<file path="src/rtl/rcpw_pkg.sv">
// ----------------------------------------------------------------------------
// RTCP compound packet walker package
// Shared widths, codes and types of the walker core.
// ----------------------------------------------------------------------------
package rcpw_pkg;

  localparam int unsigned WordW     = 32;
  localparam int unsigned TypeW     = 8;
  localparam int unsigned CountW    = 5;
  localparam int unsigned LenFieldW = 16;
  localparam int unsigned LenW      = 17;
  localparam int unsigned TotalW    = 16;
  localparam int unsigned StatusW   = 2;

  localparam logic [1:0]        RtcpVersion = 2'd2;
  localparam logic [TotalW-1:0] TotalMax    = 16'hFFFF;

  localparam int unsigned QDepth = 4;
  localparam int unsigned QPtrW  = 2;
  localparam int unsigned QCntW  = 3;

  typedef enum logic [2:0] {
    PH_HEADER = 3'b001,
    PH_BODY   = 3'b010,
    PH_SKIP   = 3'b100
  } rcpw_phase_e;

  typedef enum logic [StatusW-1:0] {
    ST_OK       = 2'd0,
    ST_BAD_VER  = 2'd1,
    ST_BAD_TYPE = 2'd2,
    ST_TRUNC    = 2'd3
  } rcpw_status_e;

  typedef enum logic {
    KIND_RECORD  = 1'b0,
    KIND_SUMMARY = 1'b1
  } rcpw_kind_e;

  typedef struct packed {
    rcpw_kind_e        kind;
    logic [TypeW-1:0]  packet_type;
    logic [CountW-1:0] item_count;
    logic              padding;
    logic [LenW-1:0]   length_words;
    logic [TotalW-1:0] packet_total;
    rcpw_status_e      status;
    logic              last_result;
  } rcpw_result_t;

  typedef struct packed {
    logic [1:0]   num;
    rcpw_result_t first;
    rcpw_result_t second;
  } rcpw_push_t;

endpackage

</file>
<file path="src/rtl/rcpw_in_if.sv">
// ----------------------------------------------------------------------------
// Walker input channel
// Valid/ready channel carrying one buffer word and its end flag.
// ----------------------------------------------------------------------------
interface rcpw_in_if
  import rcpw_pkg::*;
();
  logic             valid;
  logic             ready;
  logic [WordW-1:0] word;
  logic             last_word;

  modport source (output valid, output word, output last_word, input ready);
  modport sink   (input valid, input word, input last_word, output ready);
endinterface

</file>
<file path="src/rtl/rcpw_out_if.sv">
// ----------------------------------------------------------------------------
// Walker result channel
// Valid/ready channel carrying one packet record or buffer summary.
// ----------------------------------------------------------------------------
interface rcpw_out_if
  import rcpw_pkg::*;
();
  logic               valid;
  logic               ready;
  logic               kind;
  logic [TypeW-1:0]   packet_type;
  logic [CountW-1:0]  item_count;
  logic               padding;
  logic [LenW-1:0]    length_words;
  logic [TotalW-1:0]  packet_total;
  logic [StatusW-1:0] status;
  logic               last_result;

  modport source (
    output valid, output kind, output packet_type, output item_count,
    output padding, output length_words, output packet_total, output status,
    output last_result, input ready
  );
  modport sink (
    input valid, input kind, input packet_type, input item_count,
    input padding, input length_words, input packet_total, input status,
    input last_result, output ready
  );
endinterface

</file>
<file path="src/rtl/rcpw_walker.sv">
// ----------------------------------------------------------------------------
// Walker step logic
// Header checks, packet tracking and record/summary generation per word.
// ----------------------------------------------------------------------------
module rcpw_walker
  import rcpw_pkg::*;
(
  input  logic          clk_i,
  input  logic          rst_ni,
  input  logic          room_i,
  rcpw_in_if.sink       in_i,
  output rcpw_push_t    push_o
);

  rcpw_phase_e          phase_q, phase_d;
  logic [LenFieldW-1:0] left_q, left_d;
  logic [TypeW-1:0]     type_q, type_d;
  logic [CountW-1:0]    cnt_q, cnt_d;
  logic                 pad_q, pad_d;
  logic [LenW-1:0]      len_q, len_d;
  logic [TotalW-1:0]    seen_q, seen_d;
  rcpw_status_e         stop_q, stop_d;

  logic         accept;
  logic         fin;
  rcpw_result_t rec;
  rcpw_result_t summ;

  assign in_i.ready = room_i;
  assign accept     = in_i.valid & in_i.ready;

  always_comb begin
    phase_d = phase_q;
    left_d  = left_q;
    type_d  = type_q;
    cnt_d   = cnt_q;
    pad_d   = pad_q;
    len_d   = len_q;
    seen_d  = seen_q;
    stop_d  = stop_q;
    fin     = 1'b0;
    rec     = '0;
    summ    = '0;
    push_o  = '0;

    if (accept) begin
      case (phase_q)
        PH_HEADER: begin
          if (in_i.word[31:30] != RtcpVersion) begin
            stop_d  = ST_BAD_VER;
            phase_d = PH_SKIP;
          end else if (!in_i.word[23]) begin
            stop_d  = ST_BAD_TYPE;
            phase_d = PH_SKIP;
          end else begin
            pad_d  = in_i.word[29];
            cnt_d  = in_i.word[28:24];
            type_d = in_i.word[23:16];
            left_d = in_i.word[15:0];
            len_d  = {1'b0, in_i.word[15:0]} + LenW'(1);
            if (in_i.word[15:0] == '0) begin
              fin = 1'b1;
            end else begin
              phase_d = PH_BODY;
            end
          end
        end
        PH_BODY: begin
          left_d = left_q - LenFieldW'(1);
          if (left_d == '0) begin
            fin = 1'b1;
          end
        end
        default: ;
      endcase

      if (fin) begin
        if (seen_q != TotalMax) begin
          seen_d = seen_q + TotalW'(1);
        end
        phase_d          = PH_HEADER;
        rec.kind         = KIND_RECORD;
        rec.packet_type  = type_d;
        rec.item_count   = cnt_d;
        rec.padding      = pad_d;
        rec.length_words = len_d;
        rec.packet_total = seen_d;
        rec.status       = ST_OK;
        rec.last_result  = !in_i.last_word;
      end

      summ.kind         = KIND_SUMMARY;
      summ.packet_total = seen_d;
      summ.status       = (phase_d == PH_BODY && stop_d == ST_OK) ? ST_TRUNC : stop_d;
      summ.last_result  = 1'b1;

      if (fin) begin
        push_o.first  = rec;
        push_o.second = summ;
        push_o.num    = in_i.last_word ? 2'd2 : 2'd1;
      end else if (in_i.last_word) begin
        push_o.first = summ;
        push_o.num   = 2'd1;
      end

      if (in_i.last_word) begin
        phase_d = PH_HEADER;
        left_d  = '0;
        type_d  = '0;
        cnt_d   = '0;
        pad_d   = 1'b0;
        len_d   = '0;
        seen_d  = '0;
        stop_d  = ST_OK;
      end
    end
  end

  always_ff @(posedge clk_i or negedge rst_ni) begin
    if (!rst_ni) begin
      phase_q <= PH_HEADER;
      left_q  <= '0;
      type_q  <= '0;
      cnt_q   <= '0;
      pad_q   <= 1'b0;
      len_q   <= '0;
      seen_q  <= '0;
      stop_q  <= ST_OK;
    end else begin
      phase_q <= phase_d;
      left_q  <= left_d;
      type_q  <= type_d;
      cnt_q   <= cnt_d;
      pad_q   <= pad_d;
      len_q   <= len_d;
      seen_q  <= seen_d;
      stop_q  <= stop_d;
    end
  end

  // a packet in progress never coexists with a failed header
  assert property (@(posedge clk_i) disable iff (!rst_ni)
    phase_q == PH_BODY |-> stop_q == ST_OK)
    else $error("body phase with nonzero stop status");

  // skipping only follows a header check failure
  assert property (@(posedge clk_i) disable iff (!rst_ni)
    phase_q == PH_SKIP |-> stop_q == ST_BAD_VER || stop_q == ST_BAD_TYPE)
    else $error("skip phase without bad header status");

  // in body phase there is always at least one word left
  assert property (@(posedge clk_i) disable iff (!rst_ni)
    phase_q == PH_BODY |-> left_q != '0)
    else $error("body phase with no words left");

endmodule

</file>
<file path="src/rtl/rcpw_result_queue.sv">
// ----------------------------------------------------------------------------
// Walker result queue
// Four-entry queue taking up to two results per cycle, releasing one.
// ----------------------------------------------------------------------------
module rcpw_result_queue
  import rcpw_pkg::*;
(
  input  logic       clk_i,
  input  logic       rst_ni,
  input  rcpw_push_t push_i,
  output logic       room_o,
  rcpw_out_if.source out_o
);

  rcpw_result_t     mem_q [QDepth];
  logic [QPtrW-1:0] wr_ptr_q, wr_ptr_d;
  logic [QPtrW-1:0] rd_ptr_q, rd_ptr_d;
  logic [QCntW-1:0] cnt_q, cnt_d;
  logic             pop;
  rcpw_result_t     head;

  assign head   = mem_q[rd_ptr_q];
  assign pop    = out_o.valid & out_o.ready;
  assign room_o = cnt_q <= QCntW'(QDepth - 2);

  assign out_o.valid        = cnt_q != '0;
  assign out_o.kind         = head.kind;
  assign out_o.packet_type  = head.packet_type;
  assign out_o.item_count   = head.item_count;
  assign out_o.padding      = head.padding;
  assign out_o.length_words = head.length_words;
  assign out_o.packet_total = head.packet_total;
  assign out_o.status       = head.status;
  assign out_o.last_result  = head.last_result;

  always_comb begin
    wr_ptr_d = wr_ptr_q + QPtrW'(push_i.num);
    rd_ptr_d = rd_ptr_q + QPtrW'(pop);
    cnt_d    = cnt_q + QCntW'(push_i.num) - QCntW'(pop);
  end

  always_ff @(posedge clk_i) begin
    if (push_i.num != 2'd0) begin
      mem_q[wr_ptr_q] <= push_i.first;
    end
    if (push_i.num == 2'd2) begin
      mem_q[wr_ptr_q + QPtrW'(1)] <= push_i.second;
    end
  end

  always_ff @(posedge clk_i or negedge rst_ni) begin
    if (!rst_ni) begin
      wr_ptr_q <= '0;
      rd_ptr_q <= '0;
      cnt_q    <= '0;
    end else begin
      wr_ptr_q <= wr_ptr_d;
      rd_ptr_q <= rd_ptr_d;
      cnt_q    <= cnt_d;
    end
  end

  assert property (@(posedge clk_i) disable iff (!rst_ni)
    cnt_q <= QCntW'(QDepth))
    else $error("result queue overflow");

  assert property (@(posedge clk_i) disable iff (!rst_ni)
    push_i.num != 2'd0 |-> (QCntW'(push_i.num) + cnt_q) <= QCntW'(QDepth))
    else $error("push into full result queue");

  assert property (@(posedge clk_i) disable iff (!rst_ni)
    push_i.num != 2'd3)
    else $error("invalid push count");

  assert property (@(posedge clk_i) disable iff (!rst_ni)
    cnt_q == '0 |-> wr_ptr_q == rd_ptr_q)
    else $error("queue pointers disagree with empty count");

endmodule

</file>
<file path="src/rtl/rtcp_compound_packet_walker_core.sv">
// ----------------------------------------------------------------------------
// RTCP compound packet walker core
// Walks a compound RTCP buffer word by word and reports packets and status.
// ----------------------------------------------------------------------------
// Takes one 32-bit word per cycle. Each word is checked and tracked as it is
// accepted; its results (a packet record, a buffer summary, or both when
// the last word also closes a packet) land in a four-entry result queue and
// are presented on the output in order. The input stalls only
// while fewer than two queue slots are free, so with the output ready the
// sustained rate is one word per clock.
module rtcp_compound_packet_walker_core
  import rcpw_pkg::*;
(
  input  logic       clk_i,
  input  logic       rst_ni,
  rcpw_in_if.sink    in_i,
  rcpw_out_if.source out_o
);

  rcpw_push_t push;
  logic       room;

  rcpw_walker u_walker (
    .clk_i  (clk_i),
    .rst_ni (rst_ni),
    .room_i (room),
    .in_i   (in_i),
    .push_o (push)
  );

  rcpw_result_queue u_queue (
    .clk_i  (clk_i),
    .rst_ni (rst_ni),
    .push_i (push),
    .room_o (room),
    .out_o  (out_o)
  );

endmodule
</file>
<file path="src/flat_wrapper.sv">
// flat-port wrapper written by rule: the top's interface ports become plain ports
module rtcp_compound_packet_walker_core_flat import rcpw_pkg::*;
  (clk_i, rst_ni, in_i_valid, in_i_word, in_i_last_word, in_i_ready, out_o_valid, out_o_kind, out_o_packet_type, out_o_item_count, out_o_padding, out_o_length_words, out_o_packet_total, out_o_status, out_o_last_result, out_o_ready);
  rcpw_in_if in_i_i ();
  rcpw_out_if out_o_i ();
  input  logic clk_i;
  input  logic rst_ni;
  input wire logic [$bits(in_i_i.valid)-1:0] in_i_valid;
  input wire logic [$bits(in_i_i.word)-1:0] in_i_word;
  input wire logic [$bits(in_i_i.last_word)-1:0] in_i_last_word;
  output wire logic [$bits(in_i_i.ready)-1:0] in_i_ready;
  output wire logic [$bits(out_o_i.valid)-1:0] out_o_valid;
  output wire logic [$bits(out_o_i.kind)-1:0] out_o_kind;
  output wire logic [$bits(out_o_i.packet_type)-1:0] out_o_packet_type;
  output wire logic [$bits(out_o_i.item_count)-1:0] out_o_item_count;
  output wire logic [$bits(out_o_i.padding)-1:0] out_o_padding;
  output wire logic [$bits(out_o_i.length_words)-1:0] out_o_length_words;
  output wire logic [$bits(out_o_i.packet_total)-1:0] out_o_packet_total;
  output wire logic [$bits(out_o_i.status)-1:0] out_o_status;
  output wire logic [$bits(out_o_i.last_result)-1:0] out_o_last_result;
  input wire logic [$bits(out_o_i.ready)-1:0] out_o_ready;
  assign in_i_i.valid = in_i_valid;
  assign in_i_i.word = in_i_word;
  assign in_i_i.last_word = in_i_last_word;
  assign in_i_ready = in_i_i.ready;
  assign out_o_valid = out_o_i.valid;
  assign out_o_kind = out_o_i.kind;
  assign out_o_packet_type = out_o_i.packet_type;
  assign out_o_item_count = out_o_i.item_count;
  assign out_o_padding = out_o_i.padding;
  assign out_o_length_words = out_o_i.length_words;
  assign out_o_packet_total = out_o_i.packet_total;
  assign out_o_status = out_o_i.status;
  assign out_o_last_result = out_o_i.last_result;
  assign out_o_i.ready = out_o_ready;
  rtcp_compound_packet_walker_core u_core (.clk_i(clk_i), .rst_ni(rst_ni), .in_i(in_i_i), .out_o(out_o_i));
endmodule
</file>
<file path="config.mk">
export PLATFORM = sky130hd
export DESIGN_NAME = rtcp_compound_packet_walker_core_flat
export DESIGN_NICKNAME = d
export VERILOG_FILES = /design/src/rtl/rcpw_pkg.sv /design/src/rtl/rcpw_in_if.sv /design/src/rtl/rcpw_out_if.sv /design/src/rtl/rcpw_walker.sv /design/src/rtl/rcpw_result_queue.sv /design/src/rtl/rtcp_compound_packet_walker_core.sv /design/src/flat_wrapper.sv
export SDC_FILE = /design/constraint.sdc
export NUM_CORES = 1
export LEC_CHECK = 0
export BUFFER_PORTS_ARGS = -buffer_cell sky130_fd_sc_hd__buf_4
export CELL_PAD_IN_SITES_DETAIL_PLACEMENT = 0
export CELL_PAD_IN_SITES_GLOBAL_PLACEMENT = 1
export CORE_MARGIN = 8
export CORE_UTILIZATION = 37
export DETAILED_ROUTE_END_ITERATION = 10
export PLACE_DENSITY_LB_ADDON = 0.1
export SYNTH_ARGS = -nofsm -noshare
export SYNTH_HDL_FRONTEND = slang
export SYNTH_SLANG_ARGS = --single-unit
export TNS_END_PERCENT = 10
</file>
<file path="constraint.sdc">
create_clock -name clk_i -period 4.5 [get_ports clk_i]
set_clock_uncertainty 0.1 [all_clocks]
set_input_delay 0.675 -clock clk_i [delete_from_list [all_inputs] [get_ports clk_i]]
set_output_delay 0.675 -clock clk_i [all_outputs]
set_load 0.05 [all_outputs]
</file>
==> results by group, run 1 <==
CTS
  • CTS Hold Bufs: 1
  • Clock tree sinks: 279
  • Setup Buffers After CTS: 0
  • CTS tree: done
  • Post-cts gate resize count: 0
  • # H-tree levels: 1
  • Clk Latency, worst-skew pair: 0.59 ns
  • Root Driver: clkbuf_16
  • Bufs on Longest Clock Path: 3
  • Reg clk slew, reported paths: 0.06 ns
  • Cts bufs inserted: 31

Outcome
  • Outcome: complete, no violations

Detailed routing
  • Total number of vias: 11137
  • Vias/cell: 5.63
  • 1st-iter DRT viols: 742
  • DRT antenna net count: 0
  • # DRC: 0
  • Detailed Route WL: 42200 um
  • Pre-Repair DR Iteration Count: 5
  • Avg WL per Cell: 21.3 um

Timing
  • Final Slew Violations: 0
  • Fin crit share: 91.9%
  • Rel. slew slack: 30.8%
  • Final setup violating endpoints: 0
  • Crit path time final: 4.13 ns
  • Fin Hold WS: 0.299 ns
  • Worst slew pin tran: 1.03 ns
  • Hold Vio Cnt, Final: 0
  • RSZ-0062 raised after global routing: no
  • Fmax: 242 MHz
  • Final setup TNS: 0 ns

Layout
  • Area Growth Syn to Fin: 15.4%
  • Proportion of layout cells with a drive suffix above 1: 15.9%
  • Diodes inserted: 0
  • Final Non-Filler Cells: 1979
  • # fillers: 3603
  • Nets@finish: 1541
  • Final non-filler cell area: 15900 um2

GRT
  • Largest net degree at the start of global routing: 52
  • Gr usage total: 19.0%
  • Initial antenna violation count: 1
  • Vias in the first global route: 10794
  • Grt ovf: 0
  • First-pass GRT wire length: 66200 um

Worst hold path
  • Worst Hold Class: in -> reg

Worst setup path
  • Worst Path Max Fanout: 32
  • WS Path Type: reg -> reg
  • CP startpoint kind: flip-flop
  • Critical path data arrival time: 4.34 ns
  • CP Capture Type: flip-flop
  • CP required: 4.70 ns

Yosys
  • Post-synth top area share: 18.1%
  • Mapped Area: 13700 um2
  • Most numerous cell in the Yosys netlist: o21ai_0
  • Synth top cells by count: o21ai_0, nand2_1, nand3_1
  • Synth Instances: 1443
  • FF+latch count, synth: 279
  • Post-Syn Nets: 1493
  • Netlist cell types: 62
  • Ys Warns: 0
  • Post-synth EDFFs: 80
  • Synth Flop Type: dfxtp_1
  • Synth area leaders: dfxtp_1, edfxtp_1, dfrtp_1
  • Post-synthesis sequential area ratio: 49.2%
  • Post-synth ARST share: 26.9%
  • Mean Syn Cell Area: 9.53 um2
  • Post-synth top area cell: dfxtp_1

Place
  • Area after DPL: 14900 um2
  • Placed Cells: 1925
  • I/O Buffers: 89
  • Routability cong.: 0.835
  • Dpl hpwl: 28200 um

Die
  • IO Count: 90
  • Die area: 43600 um2
  • FP Rows: 70
  • Die X: 209 um
  • Core area: 36600 um2
  • Die H: 209 um
  • Initial Utilization: 37.6%

Pwr
  • Pwr Total: 8.25 mW
  • Pleak: 5.86 nW
  • Peak supply drop: 0.307 mV
  • Power per cell area: 520 nW/um2

Flow run
  • Total of max-cap violations: 0
worst max-delay path, cell delays in order, from the launching register on:
cell and delay (ns):
dfrtp_1 0.45, inv_1 0.10, ha_1 0.27, or3b_2 0.46, a2bb2oi_1 0.15, o21ba_4 0.26
o41ai_4 0.50, ha_1 0.39, nor2_1 0.15, nand3b_1 0.21, nor3_2 0.09, a31oi_4 0.16
buf_4 0.41, o22ai_1 0.16
cell families (layout without fill, tap and decap cells):
kind of cell / Yosys count / in the layout / share of synthesized area (%)
adder cells (fa/ha/maj): 13 / 13 / 1.24
AND/OR/NAND/NOR: 527 / 527 / 18.1
AO/OA/AOI/OAI: 389 / 389 / 16.1
multiplexers: 72 / 72 / 9.91
flip-flops: 279 / 279 / 49.2
buffers and inverters: 139 / 207 / 4.02
XOR/XNOR: 24 / 24 / 1.53
report_power, final:
part           total [mW]  switching, mW  leakage (nW)  internal (mW)
logic                2.64           1.67          2.75          0.962
registers            3.27          0.406          2.66           2.86
clock network        2.35           1.03         0.446           1.31
total                8.25           3.11          5.86           5.14
cell type report:
cell class / count / area, um2 / share of cell area [%]
flip-flops and latches: 279 / 6770 / 42.7
multi-input cells: 1025 / 6490 / 40.9
repair buffers: 129 / 1020 / 6.44
clock buffers: 46 / 862 / 5.43
well taps: 468 / 586 / 3.69
inverters: 25 / 93.8 / 0.592
clock inverters: 7 / 47.5 / 0.300
registers in the layout (all words and copies together) (netlist names):
register	count
u_core.u_queue.mem_q	204
u_core.u_walker.len_q	17
u_core.u_walker.left_q	16
u_core.u_walker.seen_q	16
u_core.u_walker.type_q	8
u_core.u_walker.cnt_q	5
u_core.u_queue.cnt_q	3
u_core.u_walker.phase_q	3
u_core.u_queue.rd_ptr_q	2
u_core.u_queue.wr_ptr_q	2
u_core.u_walker.stop_q	2
u_core.u_walker.pad_q	1
metal layers:
| layer | GRT usage [%] | up-vias | share of wire (%) |
|---|---|---|---|
| li1 | - | 5366 | - |
| met1 | 26.5 | 5419 | 47 |
| met2 | 30.2 | 287 | 46 |
| met3 | 3.17 | 63 | 5.2 |
| met4 | 5.35 | 2 | 2.5 |
| met5 | 0 | - | 0.031 |
stage by stage:
step	utilization [%]	worst slack, ns
final	43.3	0.367
after global routing	43.3	0.110
after CTS	43.3	0.382
after detailed placement	40.8	0.393
after global placement	40.8	0.475
after floorplan	-	-0.0198
placed cells by master (no fill, tap or decap), types with 3 or more instances in the layout:
cell and n:
a211oi_1 3, a21oi_1 51, a22oi_1 23, a31oi_1 8, and2_1 7, and3_1 13
and4_1 3, buf_12 4, buf_4 124, clkbuf_1 12, clkbuf_16 31, clkbuf_8 3
clkinv_2 4, dfrtp_1 72, dfxtp_1 124, edfxtp_1 80, ha_1 12, inv_1 25
mux2_2 3, mux2i_1 18, mux4_2 51, nand2_1 210, nand2b_1 9, nand3_1 126
nand3b_1 10, nand4_1 13, nand4b_1 5, nor2_1 63, nor2b_1 8, nor3_1 25
nor4_1 16, o211ai_1 18, o21a_1 4, o21ai_0 242, o21ai_1 11, o22ai_1 4
o31ai_1 4, or3_1 6, xnor2_1 12, xor2_1 12
final timing paths:
path	start	depth (start not counted)	to	slack, ns
min in group asynchronous	rst_ni	2	u_core.u_walker.left_q[9]	0.54
setup / recovery	u_core.u_walker.left_q[0]	13	u_core.u_queue.mem_q[0][18]	0.37
hold reg to reg	u_core.u_queue.mem_q[2][42]	2	u_core.u_queue.mem_q[2][42]	0.35
max in group asynchronous	rst_ni	3	u_core.u_queue.rd_ptr_q[1]	2.83
setup reg to reg	u_core.u_walker.left_q[0]	13	u_core.u_queue.mem_q[0][18]	0.37
hold / removal	in_i_word[20]	3	u_core.u_walker.type_q[4]	0.30
Power figures use the tool's default switching activity.
==> run 2, diff against run 1 <==
- CORE_ASPECT_RATIO: unset -> 1.5
- clock period: 4.5 -> 4.2 ns (I/O delays scaled with it)
==> run 2 against run 1 <==
Net effect:
- flip-flop and latch count is the same
- combinational power grew 9.1%
- utilization grew 0.31 points
- critical path type unchanged
- final cell count grew 1.5%
- maximum frequency grew 3.6%
- design area grew 0.95%
- wire length grew 5.2%
- clock power grew 13%
- critical endpoint is now u_core.u_queue.mem_q[2][6]
- sequential power grew 7.0%
- total power grew 9.6%
- first-iteration DRC count shrank 8.2%
- non-clock buffer count grew 11
==> results by group, run 2 (synthesis results as in run 1) <==
Layout
  • Top flop regs: u_core.u_queue.mem_q (204), u_core.u_walker.len_q (17)
  • Commonest non-fill, non-tap cell in the layout: o21ai_0
  • Sequential Area: 6770 um2
  • Area occupied by multi-input gates: 6500 um2
  • Max reg flops: 204
  • Final non-filler cell area: 16000 um2
  • Commonest cells after routing, fill and taps aside: o21ai_0, nand2_1, buf_4, nand3_1, dfxtp_1
  • Diodes inserted: 0
  • Proportion of layout cells with a drive suffix above 1: 17.0%
  • Nets@finish: 1551
  • Area Growth Syn to Fin: 16.5%
  • Largest Register: u_core.u_queue.mem_q
  • Post-layout util: 43.6%
  • # fillers: 3631

GRT
  • Largest net degree at the start of global routing: 60
  • Initial antenna violation count: 0
  • Vias in the first global route: 11479
  • Grt ovf: 0
  • First-pass GRT wire length: 68800 um
  • Gr usage total: 20.0%

Place
  • I/O Buffers: 89
  • Area after DPL: 15000 um2
  • Routability cong.: 0.843
  • Dpl hpwl: 29700 um

Die
  • FP Rows: 86
  • Core area: 36700 um2
  • Die area: 43700 um2
  • Die X: 173 um
  • Die H: 252 um
  • Initial Utilization: 37.5%
  • IO Count: 90

Worst setup path
  • WS Path Type: reg -> reg
  • CP max-delay cell: dfrtp_1
  • CP Capture Type: flip-flop
  • CP required: 4.49 ns
  • Critical path data arrival time: 4.28 ns
  • Worst-path cell chain: inv_1 -> ha_1 -> or3b_2 -> a2bb2oi_1 -> o21ba_4 -> o41ai_4 -> ha_1 -> nor2_1 -> nor2_1 -> and2_1 -> nand3_1 -> o21ai_0
  • Crit-path max cell delay: 0.45 ns
  • Worst Path Max Fanout: 7
  • CP startpoint kind: flip-flop

CTS
  • Root Driver: clkbuf_16
  • Reg clk slew, reported paths: 0.06 ns
  • Clock tree sinks: 279
  • Post-cts gate resize count: 0
  • Setup Buffers After CTS: 0
  • CTS Hold Bufs: 0
  • Clk Latency, worst-skew pair: 0.57 ns
  • CTS tree: done
  • # H-tree levels: 1
  • Cts bufs inserted: 30
  • Bufs on Longest Clock Path: 3

Timing
  • Fmax: 251 MHz
  • Final Slew Violations: 0
  • Rel. slew slack: 17.6%
  • RSZ-0062 raised after global routing: yes
  • Worst slew pin tran: 1.23 ns
  • Fin crit share: 95.0%
  • Crit path time final: 3.99 ns
  • Final setup violating endpoints: 0
  • Hold Vio Cnt, Final: 0

Pwr
  • Pleak: 5.96 nW
  • Pwr Total: 9.04 mW
  • Power per cell area: 565 nW/um2
  • Peak supply drop: 0.378 mV

Detailed routing
  • 1st-iter DRT viols: 681
  • DRT antenna net count: 0
  • # DRC: 0
  • Detailed Route WL: 44400 um
  • Avg WL per Cell: 22.1 um
  • Pre-Repair DR Iteration Count: 5
  • Vias/cell: 5.59
  • Total number of vias: 11230

Flow run
  • Total of max-cap violations: 0

Outcome
  • Outcome: complete, no violations

Worst hold path
  • Worst Hold Class: in -> async
run 2: cell count changes in the layout (fill, tap and decap cells not counted), moves of 2 or more:
| cell | change |
|---|---|
| a21oi_2 | -2 |
| inv_4 | +3 |
| a21oi_4 | +2 |
| buf_4 | +14 |
| buf_12 | -3 |
| clkbuf_1 | -3 |
| clkinv_1 | -2 |
| clkbuf_16 | +2 |
run 2: metrics by stage:
| step | TNS [ns] | cells | hold slack, ns | worst slack, ns |
|---|---|---|---|---|
| floorplan | -8.53 | 1443 | 0.234 | -0.298 |
| global placement | 0 | 1953 | 0.328 | 0.183 |
| detailed placement | 0 | 1953 | 0.339 | 0.193 |
| CTS | 0 | 2008 | 0.0536 | 0.171 |
| global route | -0.206 | 2008 | 0.0909 | -0.0365 |
| finish | 0 | 2008 | 0.0460 | 0.209 |
run 2: final timing paths:
path / start / to / slack, ns / depth (start not counted)
setup / recovery: u_core.u_walker.left_q[0] / u_core.u_queue.mem_q[2][6] / 0.21 / 12
hold reg to reg: u_core.u_queue.mem_q[2][36] / u_core.u_queue.mem_q[2][36] / 0.35 / 2
hold / removal: rst_ni / u_core.u_walker.left_q[15] / 0.05 / 1
setup reg to reg: u_core.u_walker.left_q[0] / u_core.u_queue.mem_q[2][6] / 0.21 / 12
min in group clk_i: in_i_word[21] / u_core.u_walker.type_q[5] / 0.27 / 3
max in group asynchronous: rst_ni / u_core.u_queue.rd_ptr_q[0] / 2.97 / 2
run 2: report_power, final:
group | total, mW | leakage (nW) | internal [mW] | switching (mW)
sequential | 3.50 | 2.66 | 3.07 | 0.438
combinational | 2.88 | 2.81 | 1.06 | 1.82
clock | 2.66 | 0.490 | 1.54 | 1.12
run 2: worst max-delay path: cells and delay by family (launching register included):
family / cells / cell delay [ns]
buf+inv: 1 / 0.09
compound gates: 4 / 1.16
simple gates: 5 / 1.51
fa+ha+maj: 2 / 0.51
flops: 1 / 0.45
run 2: metal layers:
layer	GRT usage [%]	up-vias	share of wire, %
met5	0	-	0
met4	7.44	0	3.4
met3	2.47	86	3.8
met2	37.7	257	53
met1	22.5	5507	40
li1	-	5380	-
run 2: final cells by class:
type | count | area share [%]
well taps | 484 | 3.78
multi-input cells | 1025 | 40.6
repair buffers | 140 | 6.66
clock buffers | 45 | 5.63
clock inverters | 10 | 0.516
inverters | 25 | 0.586
flip-flops and latches | 279 | 42.3
